[config.mk]
export PLATFORM = sky130hd
export DESIGN_NAME = key_table_with_lazy_delete_top
export DESIGN_NICKNAME = d
export VERILOG_FILES = /design/src/rtl/kt_pkg.sv /design/src/rtl/kt_mem.sv /design/src/rtl/key_table_with_lazy_delete_top.sv
export SDC_FILE = /design/constraint.sdc
export NUM_CORES = 1
export LEC_CHECK = 0
export BUFFER_PORTS_ARGS = -buffer_cell sky130_fd_sc_hd__buf_2
export CORE_MARGIN = 1.5
export CORE_UTILIZATION = 62
export CTS_CLUSTER_SIZE = 24
export DETAILED_ROUTE_END_ITERATION = 16
export GPL_ROUTABILITY_DRIVEN = 0
export HOLD_SLACK_MARGIN = 0.15
export PLACE_DENSITY = 0.79
export SYNTH_ARGS = -nofsm -noshare
export SYNTH_HDL_FRONTEND = slang
export SYNTH_SLANG_ARGS = --single-unit
[constraint.sdc]
create_clock -name clock -period 7.8 [get_ports clock]
set_input_delay 1.17 -clock clock [delete_from_list [all_inputs] [get_ports clock]]
set_output_delay 1.17 -clock clock [all_outputs]
set_load 0.01 [all_outputs]
[src/rtl/kt_pkg.sv]
// Shared types and constants for the key table with lazy delete.
package kt_pkg;

   localparam int MODE_W   = 3;
   localparam int KEY_W    = 31;
   localparam int VAL_W    = 32;
   localparam int STATUS_W = 2;
   localparam int FIDX_W   = 4;
   localparam int FILL_W   = 5;

   // operation codes
   localparam logic [MODE_W-1:0] MODE_INSERT  = 3'd0;
   localparam logic [MODE_W-1:0] MODE_LOOKUP  = 3'd1;
   localparam logic [MODE_W-1:0] MODE_DELETE  = 3'd2;
   localparam logic [MODE_W-1:0] MODE_COMPACT = 3'd3;
   localparam logic [MODE_W-1:0] MODE_FIND    = 3'd4;

   // result codes
   localparam logic [STATUS_W-1:0] STATUS_OK   = 2'd0;
   localparam logic [STATUS_W-1:0] STATUS_DUP  = 2'd1;
   localparam logic [STATUS_W-1:0] STATUS_FULL = 2'd2;
   localparam logic [STATUS_W-1:0] STATUS_MISS = 2'd3;

   typedef struct packed {
      logic [MODE_W-1:0] mode;
      logic [KEY_W-1:0]  entry_key;
      logic [VAL_W-1:0]  entry_value;
   } req_type;

   typedef struct packed {
      logic [STATUS_W-1:0] status;
      logic [VAL_W-1:0]    found_value;
      logic [FIDX_W-1:0]   found_index;
      logic [FILL_W-1:0]   fill_count;
   } rsp_type;

   // one table row as held in the memory
   typedef struct packed {
      logic             deleted;
      logic [KEY_W-1:0] key;
      logic [VAL_W-1:0] value;
   } entry_type;

   typedef enum logic [1:0] {
      ST_IDLE,
      ST_SCAN,
      ST_FIN
   } state_type;

endpackage

[src/rtl/kt_mem.sv]
// Entry memory: one write port, one read port, registered read data.
module kt_mem #(
   parameter int DEPTH = 16
) (
   input  logic                     clock,
   input  logic                     wr_en,
   input  logic [$clog2(DEPTH)-1:0] wr_addr,
   input  kt_pkg::entry_type        wr_data,
   input  logic                     rd_en,
   input  logic [$clog2(DEPTH)-1:0] rd_addr,
   output kt_pkg::entry_type        rd_data
);
   import kt_pkg::*;

   entry_type mem_ff [DEPTH];
   entry_type rd_data_ff;

   always_ff @(posedge clock) begin
      if (wr_en) begin
         mem_ff[wr_addr] <= wr_data;
      end
      if (rd_en) begin
         rd_data_ff <= mem_ff[rd_addr];
      end
   end

   assign rd_data = rd_data_ff;

endmodule

[src/rtl/key_table_with_lazy_delete_top.sv]
// Top level of the append-only key table with tombstone delete and compaction.
//
//  channel  | ports                        | handshake
//  ---------+------------------------------+-------------------------------------------
//  request  | start, busy, req_data        | beat taken at edge with start=1, busy=0
//  response | rsp_strobe, rsp_data         | one-cycle strobe, receiver cannot stall
//
// Every operation walks the stored rows once through the entry memory, one read
// a cycle; the single memory read port sets this rate.
// The response beat shows up in the first cycle with busy low; a new request can
// be taken in that same cycle.
// Reset (synchronous) empties the table by clearing the fill count; rows
// above the fill count are never read, so the memory itself is not cleared.
// No stalls: the response is presented once and never held.
module key_table_with_lazy_delete_top #(
   parameter int DEPTH = 16
) (
   input  logic            clock,
   input  logic            reset,
   input  logic            start,
   output logic            busy,
   input  kt_pkg::req_type req_data,
   output logic            rsp_strobe,
   output kt_pkg::rsp_type rsp_data
);
   import kt_pkg::*;

   localparam int IW = $clog2(DEPTH);       // row address width
   localparam int CW = $clog2(DEPTH + 1);   // fill count width, holds DEPTH itself

   // control state
   state_type      state_ff, state_in;
   logic [CW-1:0]  cnt_ff, cnt_in;          // rows in use
   logic           dv_ff, dv_in;            // read data valid this cycle
   logic           strobe_ff, strobe_in;

   // per-item working registers
   req_type        op_ff, op_in;
   logic [CW-1:0]  rptr_ff, rptr_in;        // next row to read
   logic [IW-1:0]  didx_ff, didx_in;        // row whose data is on rd_data
   logic [CW-1:0]  wptr_ff, wptr_in;        // compaction write row
   logic           dup_ff, dup_in;          // key seen, live or deleted
   logic           hit_ff, hit_in;          // first qualifying row found
   logic [IW-1:0]  hidx_ff, hidx_in;
   logic [VAL_W-1:0] hval_ff, hval_in;
   rsp_type        rsp_ff, rsp_in;

   // memory port
   logic           mem_rd_en;
   logic [IW-1:0]  mem_rd_addr;
   entry_type      mem_rd_data;
   logic           mem_wr_en;
   logic [IW-1:0]  mem_wr_addr;
   entry_type      mem_wr_data;

   logic           key_eq;
   logic           live_eq;
   logic           val_eq;
   logic           row_hit;

   kt_mem #(
      .DEPTH (DEPTH)
   ) u_mem (
      .clock   (clock),
      .wr_en   (mem_wr_en),
      .wr_addr (mem_wr_addr),
      .wr_data (mem_wr_data),
      .rd_en   (mem_rd_en),
      .rd_addr (mem_rd_addr),
      .rd_data (mem_rd_data)
   );

   assign key_eq  = (mem_rd_data.key == op_ff.entry_key);
   assign live_eq = key_eq && !mem_rd_data.deleted;
   assign val_eq  = (mem_rd_data.value == op_ff.entry_value);
   // find-by-value ignores the deleted mark; lookup and delete do not
   assign row_hit = (op_ff.mode == MODE_FIND) ? val_eq : live_eq;

   always_comb begin
      state_in  = state_ff;
      cnt_in    = cnt_ff;
      dv_in     = dv_ff;
      strobe_in = 1'b0;
      op_in     = op_ff;
      rptr_in   = rptr_ff;
      didx_in   = didx_ff;
      wptr_in   = wptr_ff;
      dup_in    = dup_ff;
      hit_in    = hit_ff;
      hidx_in   = hidx_ff;
      hval_in   = hval_ff;
      rsp_in    = rsp_ff;

      mem_rd_en   = 1'b0;
      mem_rd_addr = rptr_ff[IW-1:0];
      mem_wr_en   = 1'b0;
      mem_wr_addr = '0;
      mem_wr_data = '0;

      case (state_ff)
         ST_IDLE: begin
            if (start) begin
               op_in    = req_data;
               rptr_in  = '0;
               wptr_in  = '0;
               dv_in    = 1'b0;
               dup_in   = 1'b0;
               hit_in   = 1'b0;
               hidx_in  = '0;
               hval_in  = '0;
               state_in = ST_SCAN;
            end
         end

         ST_SCAN: begin
            // issue side: one row per cycle
            if (rptr_ff < cnt_ff) begin
               mem_rd_en = 1'b1;
               didx_in   = rptr_ff[IW-1:0];
               rptr_in   = rptr_ff + 1'b1;
               dv_in     = 1'b1;
            end else begin
               dv_in    = 1'b0;
               state_in = ST_FIN;   // last row, if any, is evaluated this cycle
            end

            // evaluate side: data of the row read last cycle
            if (dv_ff) begin
               if (key_eq) begin
                  dup_in = 1'b1;
               end
               if (row_hit && !hit_ff) begin
                  hit_in  = 1'b1;
                  hidx_in = didx_ff;
                  hval_in = mem_rd_data.value;
               end
               // compaction: live rows slide down; write row never passes read row
               if (op_ff.mode == MODE_COMPACT && !mem_rd_data.deleted) begin
                  mem_wr_en           = 1'b1;
                  mem_wr_addr         = wptr_ff[IW-1:0];
                  mem_wr_data.deleted = 1'b0;
                  mem_wr_data.key     = mem_rd_data.key;
                  mem_wr_data.value   = mem_rd_data.value;
                  wptr_in             = wptr_ff + 1'b1;
               end
            end
         end

         ST_FIN: begin
            rsp_in.status      = STATUS_OK;
            rsp_in.found_value = '0;
            rsp_in.found_index = '0;
            case (op_ff.mode)
               MODE_INSERT: begin
                  if (dup_ff) begin
                     rsp_in.status = STATUS_DUP;
                  end else if (cnt_ff == CW'(DEPTH)) begin
                     rsp_in.status = STATUS_FULL;
                  end else begin
                     mem_wr_en           = 1'b1;
                     mem_wr_addr         = cnt_ff[IW-1:0];
                     mem_wr_data.deleted = 1'b0;
                     mem_wr_data.key     = op_ff.entry_key;
                     mem_wr_data.value   = op_ff.entry_value;
                     cnt_in              = cnt_ff + 1'b1;
                  end
               end
               MODE_LOOKUP: begin
                  if (hit_ff) begin
                     rsp_in.found_value = hval_ff;
                  end else begin
                     rsp_in.status = STATUS_MISS;
                  end
               end
               MODE_DELETE: begin
                  if (hit_ff) begin
                     // tombstone: rewrite the row with the mark set
                     mem_wr_en           = 1'b1;
                     mem_wr_addr         = hidx_ff;
                     mem_wr_data.deleted = 1'b1;
                     mem_wr_data.key     = op_ff.entry_key;
                     mem_wr_data.value   = hval_ff;
                  end else begin
                     rsp_in.status = STATUS_MISS;
                  end
               end
               MODE_COMPACT: begin
                  cnt_in = wptr_ff;
               end
               MODE_FIND: begin
                  if (hit_ff) begin
                     rsp_in.found_index = FIDX_W'(hidx_ff);
                  end else begin
                     rsp_in.status = STATUS_MISS;
                  end
               end
               default: begin
                  // unused codes: report ok, touch nothing
               end
            endcase
            rsp_in.fill_count = FILL_W'(cnt_in);
            strobe_in         = 1'b1;
            state_in          = ST_IDLE;
         end

         default: begin
            state_in = ST_IDLE;
         end
      endcase
   end

   always_ff @(posedge clock) begin
      if (reset) begin
         state_ff  <= ST_IDLE;
         cnt_ff    <= '0;
         dv_ff     <= 1'b0;
         strobe_ff <= 1'b0;
      end else begin
         state_ff  <= state_in;
         cnt_ff    <= cnt_in;
         dv_ff     <= dv_in;
         strobe_ff <= strobe_in;
      end
   end

   always_ff @(posedge clock) begin
      op_ff   <= op_in;
      rptr_ff <= rptr_in;
      didx_ff <= didx_in;
      wptr_ff <= wptr_in;
      dup_ff  <= dup_in;
      hit_ff  <= hit_in;
      hidx_ff <= hidx_in;
      hval_ff <= hval_in;
      rsp_ff  <= rsp_in;
   end

   assign busy       = (state_ff != ST_IDLE);
   assign rsp_strobe = strobe_ff;
   assign rsp_data   = rsp_ff;

   // the fill count never runs past the table size
   a_cnt_bound: assert property (@(posedge clock) disable iff (reset)
      cnt_ff <= CW'(DEPTH))
      else $error("fill count above table size");

   // every finished item gives exactly one response beat, the cycle after
   a_rsp_after_fin: assert property (@(posedge clock) disable iff (reset)
      (state_ff == ST_FIN) |=> rsp_strobe)
      else $error("missing response beat");

   a_rsp_only_after_fin: assert property (@(posedge clock) disable iff (reset)
      rsp_strobe |-> $past(state_ff == ST_FIN))
      else $error("response beat without a finished item");

   // the read pointer stays within the rows in use during a scan
   a_rptr_bound: assert property (@(posedge clock) disable iff (reset)
      (state_ff == ST_SCAN) |-> (rptr_ff <= cnt_ff))
      else $error("read pointer past fill count");

   // compaction writes never overtake the row being evaluated
   a_compact_order: assert property (@(posedge clock) disable iff (reset)
      (state_ff == ST_SCAN && mem_wr_en) |-> (wptr_ff[IW-1:0] <= didx_ff))
      else $error("compaction write ahead of read");

endmodule
== Word level (Yosys, flattened, before mapping) ==
Memory sizes are Yosys's and may differ from the RTL's. A register that Yosys moved wholly into a read port is not among the register bits.
Index checks and enable logic that the tools add are counted.

* Register bits after elaboration: 170
* RAM bits: 1024
* Bits of input ports: 69
* Output and inout port bits: 45
* Word-level logic and storage cells: 117
* Memories kept: 1

* $add $sub $neg: 3
* $lt $le $gt $ge: 1
* Eq/ne operators: 16
* Muxes and demuxes: 59
* Reductions and logical operators: 19

{| class="wikitable"
|+ Memories
! memory !! depth !! bits a word !! read ports !! clocked after Yosys merged registers in !! wr ports !! RTL line !! RTL
|-
| u_mem.mem_ff || 16 || 64 || 1 || 1 || 1 || kt_mem.sv:15 || <nowiki>entry_type mem_ff [DEPTH];</nowiki>
|}

{| class="wikitable"
|+ Operators by type and width
! operator !! number
|-
| 64-bit case mux with 2 select lines || 2
|-
| 63-bit two-way mux || 3
|-
| 64-bit two-way mux || 2
|-
| 32-bit two-way mux || 3
|-
| 32-bit case mux with 2 select lines || 1
|-
| 32-bit == test || 1
|-
| 4-bit two-way mux || 8
|-
| 31-bit == test || 1
|-
| 5-bit two-way mux || 6
|-
| 5-bit case mux with 2 select lines || 3
|-
| 4-bit case mux with 2 select lines || 3
|-
| 1-bit two-way mux || 16
|-
| 5-bit by 1-bit adder with 5-bit output, second input constant || 3
|-
| 2-bit inequality test, second input constant || 7
|-
| 4-bit AND reduction || 3
|-
| 2-bit two-way mux || 5
|-
| 1-bit case mux with 2 select lines || 5
|-
| 2-bit AND reduction || 5
|-
| 2-bit case mux with 2 select lines || 2
|-
| 3-bit by 2-bit == test with 1-bit output, second input constant || 2
|-
| 5-bit == test, second input constant || 1
|-
| 5-bit < comparator || 1
|-
| 2-bit nonzero test || 2
|-
| 3-bit by 1-bit == test with 1-bit output, second input constant || 1
|-
| other kinds (9) || 12
|}

== Longest topological paths before layout ==
* Depth after elaboration: 7
* Gate-level depth with buffers: 10
* Gate-level depth less buffers: 10

== Cells and area by module ==
Synthesis repeated with hierarchy kept, for this count alone.

* Cell total of the unflattened synthesis: 2364
* Area, all modules: 48723.0 µm²

{| class="wikitable"
|+ By module, submodules not included
! module !! instances !! cells each !! area each (µm²) !! seq. area each (µm²)
|-
| kt_mem || 1 || 1647 || 40222.3 || 32671.3
|-
| key_table_with_lazy_delete_top || 1 || 717 || 8500.7 || 5014.8
|}

== Worst setup path after synthesis ==
No wires, ideal clock.

* Path type: reg2reg
* Start: register state_ff[0]
* End: memory u_mem.mem_ff[9][0] (netlist bit) (enable)
* Setup time: 487 ps
* Data arrival time: 5249 ps
* Path slack: 2065 ps
* Stages on the path, launching flop included: 9
* Path buffers: 1
* Period minus slack after synthesis: 5735 ps
* Path through: dfxtp_1 inv_1 ha_1 nand2_1 clkbuf_1 o2bb2ai_1 inv_1 or3_4 nor2_1

* Word-level cells in the longest chain between the ends: 4

{| class="wikitable"
|+ RTL lines
! item !! RTL line !! RTL
|-
| start: declaration || key_table_with_lazy_delete_top.sv:32 || <nowiki>state_type state_ff, state_in;</nowiki>
|-
| start signal: assignment || key_table_with_lazy_delete_top.sv:219 || <nowiki>state_ff <= state_in;</nowiki>
|-
| 2-bit == test / 2-bit by 1-bit == test with 1-bit output (equally long branches) || key_table_with_lazy_delete_top.sv:100 || <nowiki>case (state_ff)</nowiki>
|-
| 1-bit case mux with 2 select lines || key_table_with_lazy_delete_top.sv:100 ||
|-
| 1-bit two-way mux || kt_mem.sv:19 || <nowiki>if (wr_en) begin</nowiki>
|-
| 1-bit two-way mux (not written as such) || kt_mem.sv:20 || <nowiki>mem_ff[wr_addr] <= wr_data;</nowiki>
|-
| end: declaration || kt_mem.sv:15 ||
|}

Parallel ways exist; a longest one is shown, timed or not.

== Worst setup path after layout ==
* Start: register op_ff[65] (netlist bit)
* End: memory u_mem.mem_ff[6][35] (netlist bit) (enable)

* Word-level cells in the longest chain between the ends: 7

{| class="wikitable"
|+ RTL lines
! item !! RTL line !! RTL
|-
| start: declaration || key_table_with_lazy_delete_top.sv:38 || <nowiki>req_type op_ff, op_in;</nowiki>
|-
| start signal: assignment || key_table_with_lazy_delete_top.sv:227 || <nowiki>op_ff <= op_in;</nowiki>
|-
| 3-bit by 2-bit == test with 1-bit output || key_table_with_lazy_delete_top.sv:138 || <nowiki>if (op_ff.mode == MODE_COMPACT && !mem_rd_data.deleted) begin</nowiki>
|-
| 1-bit logical AND || key_table_with_lazy_delete_top.sv:138 ||
|-
| 1-bit two-way mux || key_table_with_lazy_delete_top.sv:138 ||
|-
| 1-bit two-way mux || key_table_with_lazy_delete_top.sv:128 || <nowiki>if (dv_ff) begin</nowiki>
|-
| 1-bit case mux with 2 select lines || key_table_with_lazy_delete_top.sv:100 ||
|-
| 1-bit two-way mux || kt_mem.sv:19 ||
|-
| 1-bit two-way mux (not written as such) || kt_mem.sv:20 ||
|}

Parallel ways exist; a longest one is shown, timed or not.

==> results by stage <==
Outcome:
- The flow ran to the end, and the final reports show no timing, DRC or antenna violations.

Worst setup path:
- The number of buffer and inverter instances along the worst setup path is 3.
- In this run the critical register-to-register path is launched from op_ff[65].
- The endpoint identified for the worst register-to-register timing path is u_mem.mem_ff[6][35].
- The data arrival at the endpoint of the critical path is 5.48 ns.
- The kind of cell with the highest combined delay along the critical path is simple AND/OR/NAND/NOR gates.
- Data on the critical path is required at its endpoint by about 8.1 ns.
- STA classifies the critical path endpoint as a flop.
- Walking the worst path, the cells encountered are and3b_1, and3_2, buf_4, inv_1, a211oi_2, nand2_1, nor2_4, buf_4.
- The largest driver fanout on the critical path is 35.
- The cell repeated most along the worst path is sky130_fd_sc_hd__buf_4.
- Among all stages on the critical path, the largest delay is contributed by sky130_fd_sc_hd__nor2_4.
- STA classifies the critical path startpoint as a flop.
- For flop-to-flop paths, the worst setup slack is 2.63 ns.
- The critical path's largest stage delay is 1.08 ns.
- The length in cells of the worst reg-to-reg path is 8.
- The worst setup path is of the flop to flop kind.

Timing:
- The post-route clock period utilization is 66.25%.
- The final-report max-slew violation count was 0.
- The hold violation count in the final report was 0.
- The clock skew is 0.03813 ns.
- After layout, the minimum clock period comes to 5.167 ns.
- Setup repair after global routing left no endpoint under its margin.
- Adding up every negative setup slack in the final design gives 0 ns.
- The transition time of the tightest slew-check pin is roughly 1.3 ns.
- The setup violation total in the final timing report is 0.
- The worst pin sits at a relative slew slack of 12.19%.
- Static timing analysis puts the maximum clock frequency at 193.5 MHz.

CTS:
- The clock tree synthesis step divided the H-tree into 3 levels.
- The maximum clock insertion buffer count is 3.
- TritonCTS built the clock tree.
- For the worst-skew pair, the clock arrives at the later sink with an insertion delay of 0.71 ns.
- The clock drives 1258 sinks.
- After clock tree synthesis, the setup repair step added 0 buffers.
- The number of cells upsized or downsized after cts is 0.
- The buffer type at the clock tree root is sky130_fd_sc_hd__clkbuf_16.
- The number of buffers added by the clock tree synthesis step is 118.
- The clock edge transition at the registers on the reported setup and hold paths is 0.06 ns.
- Buffers inserted to repair hold after CTS numbered 0.

Global routing:
- For this run, global-route usage on met2 was measured as 48.41%.
- The total overflow left after global routing is 0.
- The pin count of the biggest net entering global routing is 106.
- The initial antenna violation count came to 3.
- After global routing, the most crowded layer is met2.
- In the global route stage, met1 resource usage came out at 41.33%.
- The global-route track usage on met3 is roughly 5.0%.
- The first global-routing pass estimated 171.7 mm of wire.
- The number of global-route vias before repair is 24990.
- The overall routing resource usage is 29.69%.

Yosys:
- Sorting the synthesized cells by area gives the leading types as sky130_fd_sc_hd__edfxtp_1 77%, sky130_fd_sc_hd__mux4_2 15%, sky130_fd_sc_hd__and2_1 1.0%.
- After synthesis the netlist holds a flip-flop and latch count of 1258.
- The cell type with the highest aggregate area in the netlist is sky130_fd_sc_hd__edfxtp_1.
- When the netlist entered floorplanning its net count stood at 2299.
- The netlist uses 51 different library cells.
- The most used flip-flop cell after synthesis is sky130_fd_sc_hd__edfxtp_1.
- The count of flip-flops with a built-in enable after synthesis is 1249.
- The average size of a mapped cell is 21.91 sq um.
- The fraction of registers with async set or reset after synthesis is 0%.
- Of the post-synthesis cell area, the dominant cell type holds between 70% and 80%.
- During synthesis, Yosys emitted a total of 0 warnings.
- Summing every instance area after synthesis gives just under 50000 sq um.
- The sequential fraction of the synthesis area is 77.53%.
- The number of instances in the synthesized netlist is 2218.

Floorplanning:
- The starting density of the core is 62.74%.
- The die area is around 80000 sq um.
- The floorplan has 102 rows.
- The die outline height is around 280 um.
- For this design the top-level I/O count stands at 114.
- The horizontal die dimension is 283.0 um.
- The floorplan step defined a core boundary enclosing 77470 sq um.

Cells and area:
- The count of nets after finishing is 2449.
- The share of post-route cells with drive strength above 1 is 27.34%.
- Excluding fillers, the count of instances in the completed layout stands at 3514.
- From synthesis to final layout, the design area changed by 12.03%.

Power:
- Of the total power, combinational logic draws 13.9%.
- The internal power of the cells totals between 10 and 15 mW.
- The power density normalized to cell area is 298.6 nW/um^2.
- The net switching share of the total power is 25.82%.
- The total power is 16.26 mW.
- Across the VDD grid, the largest voltage drop is ~0.35 mV.
- Sequential cells account for between 40% and 50% of the total power.
- The switching power is 4.198 mW.
- Of the total power, the clock network draws between 30% and 40%.
- The leakage power is roughly 20 nW.

Detailed routing:
- The DRC marker count from the first detailed-route iteration is 3277.
- Summed over all layers, the routed wires come to 117.1 mm.
- After detailed routing, the average wire length per cell comes to 33.34 um.
- The first-pass iteration count of the detailed router is 6.
- In the routed design, unresolved DRC markers number 0.
- The remaining antenna violation count after routing is 0.
- The detailed router placed 24200 vias in this run.
- The mean number of vias per cell is 6.886.

Place:
- The number of port buffers is between 100 and 150.
- Detailed placement finished with a half-perimeter wire length of ~57 mm.
- Counting tap cells, the placed design contains a total of 3288 instances.

Min path:
- Counting instances, the worst hold path has a depth of 2.
- The critical hold path startpoint is dv_ff.
- The kind of path behind the tightest hold check is flop to flop.
- The worst hold path terminates at dv_ff.

Job:
- The number of violations of the max-capacitance limit is 0.
-- cell families (layout without fill, tap and decap cells) --
family	count (synthesis)	in the layout	share of synthesized area (%)
AO/OA/AOI/OAI	132	132	1.864
XOR/XNOR	70	70	1.261
adder cells (fa/ha/maj)	12	12	0.3089
buffers and inverters	136	391	1.161
flip-flops	1258	1258	77.53
multiplexers	323	323	14.89
other	0	1	0
AND/OR/NAND/NOR	287	287	2.981
-- power groups by stage --
stage / clock, mW / combinational (mW) / sequential, mW
after floorplan: 0 / 1.74 / 7.99
after global placement: 0 / 2.25 / 8.12
after detailed placement: 0 / 2.27 / 8.12
after CTS: 6.05 / 2.29 / 7.99
after global routing: 6.29 / 2.41 / 8.02
final: 5.99 / 2.26 / 8.00
-- how the worst max path moves through the flow --
stage           startpoint                  end  cells past startpoint
3_5_place_dp     op_ff[65]  u_mem.mem_ff[6][52]                      8
5_1_grt          op_ff[65]  u_mem.mem_ff[6][42]                      8
6_report         op_ff[65]  u_mem.mem_ff[6][35]                      8
4_1_cts          op_ff[65]  u_mem.mem_ff[6][39]                      8
2_1_floorplan  state_ff[0]   u_mem.mem_ff[9][0]                      8
3_3_place_gp     op_ff[65]  u_mem.mem_ff[6][44]                      8
-- cells in the final DEF (no fill, tap or decap), types with 5 or more instances in the layout --
master and instances:
sky130_fd_sc_hd__edfxtp_1 1249, sky130_fd_sc_hd__mux4_2 320, sky130_fd_sc_hd__clkbuf_16 119, sky130_fd_sc_hd__buf_2 113, sky130_fd_sc_hd__nor2_1 109, sky130_fd_sc_hd__and2_1 78
sky130_fd_sc_hd__a22oi_1 63, sky130_fd_sc_hd__xor2_1 53, sky130_fd_sc_hd__a21oi_1 38, sky130_fd_sc_hd__buf_4 35, sky130_fd_sc_hd__clkinv_1 32, sky130_fd_sc_hd__clkinv_2 24
sky130_fd_sc_hd__nand2_1 21, sky130_fd_sc_hd__bufinv_16 20, sky130_fd_sc_hd__xnor2_1 17, sky130_fd_sc_hd__clkbuf_1 17, sky130_fd_sc_hd__nor2_4 16, sky130_fd_sc_hd__nor4_1 15
sky130_fd_sc_hd__inv_1 14, sky130_fd_sc_hd__ha_1 11, sky130_fd_sc_hd__dfxtp_1 9, sky130_fd_sc_hd__nand3_1 8, sky130_fd_sc_hd__nand2b_1 7, sky130_fd_sc_hd__nand4_1 7
sky130_fd_sc_hd__nor2b_1 6, sky130_fd_sc_hd__clkinvlp_4 6, sky130_fd_sc_hd__o21ai_0 5
-- stage by stage --
stage	worst slack, ns	utilization [%]	instance area, sq um	hold WS (ns)
floorplan	2.065	-	48610	0.4523
global placement	2.950	65.07	50410	0.4695
detailed placement	2.765	65.07	50410	0.4914
CTS	2.734	70.29	54450	0.5057
global route	2.477	70.29	54450	0.5606
finish	2.633	70.29	54450	0.5174
-- final cells by class --
| type | count | area (sq um) |
|---|---|---|
| flip-flops and latches | 1258 | 37690 |
| diodes | 1 | 2.502 |
| clock buffers | 137 | 3055 |
| multi-input cells | 824 | 10490 |
| fillers | 4295 | 23010 |
| clock inverters | 88 | 985.9 |
| well taps | 1040 | 1301 |
| inverters | 16 | 61.31 |
| repair buffers | 150 | 868.3 |
-- registers in the layout (all words and copies together), names as in the netlist --
signal / cells
u_mem.mem_ff: 1024
op_ff: 66
u_mem.rd_data: 64
rsp_data: 43
hval_ff: 32
cnt_ff: 5
rptr_ff: 5
wptr_ff: 5
didx_ff: 4
hidx_ff: 4
state_ff: 2
dup_ff: 1
dv_ff: 1
hit_ff: 1
rsp_strobe: 1
-- synth_stat cells (all sizes together) (9+ instances only) --
master,count
nor4,15
dfxtp,9
xnor2,17
edfxtp,1249
nor2,126
ha,12
nand2,21
xor2,53
a21oi,38
and2,79
inv,16
a22oi,63
nand3,9
buf,43
clkbuf,77
mux4,320
-- metal layers --
| metal | part of all wire, % | up-vias |
|---|---|---|
| met5 | 0.0094 | - |
| met4 | 3.5 | 2 |
| met3 | 9.6 | 278 |
| met2 | 50 | 1794 |
| met1 | 37 | 12610 |
| li1 | - | 9514 |
-- worst register-to-register path: stages, from the launching register on --
cell                       delay, ns
sky130_fd_sc_hd__edfxtp_1       0.51
sky130_fd_sc_hd__and3b_1        0.43
sky130_fd_sc_hd__and3_2         0.74
sky130_fd_sc_hd__buf_4          0.59
sky130_fd_sc_hd__inv_1          0.13
sky130_fd_sc_hd__a211oi_2       0.27
sky130_fd_sc_hd__nand2_1        0.33
sky130_fd_sc_hd__nor2_4         1.09
sky130_fd_sc_hd__buf_4          0.68
Power figures use the tool's default switching activity.
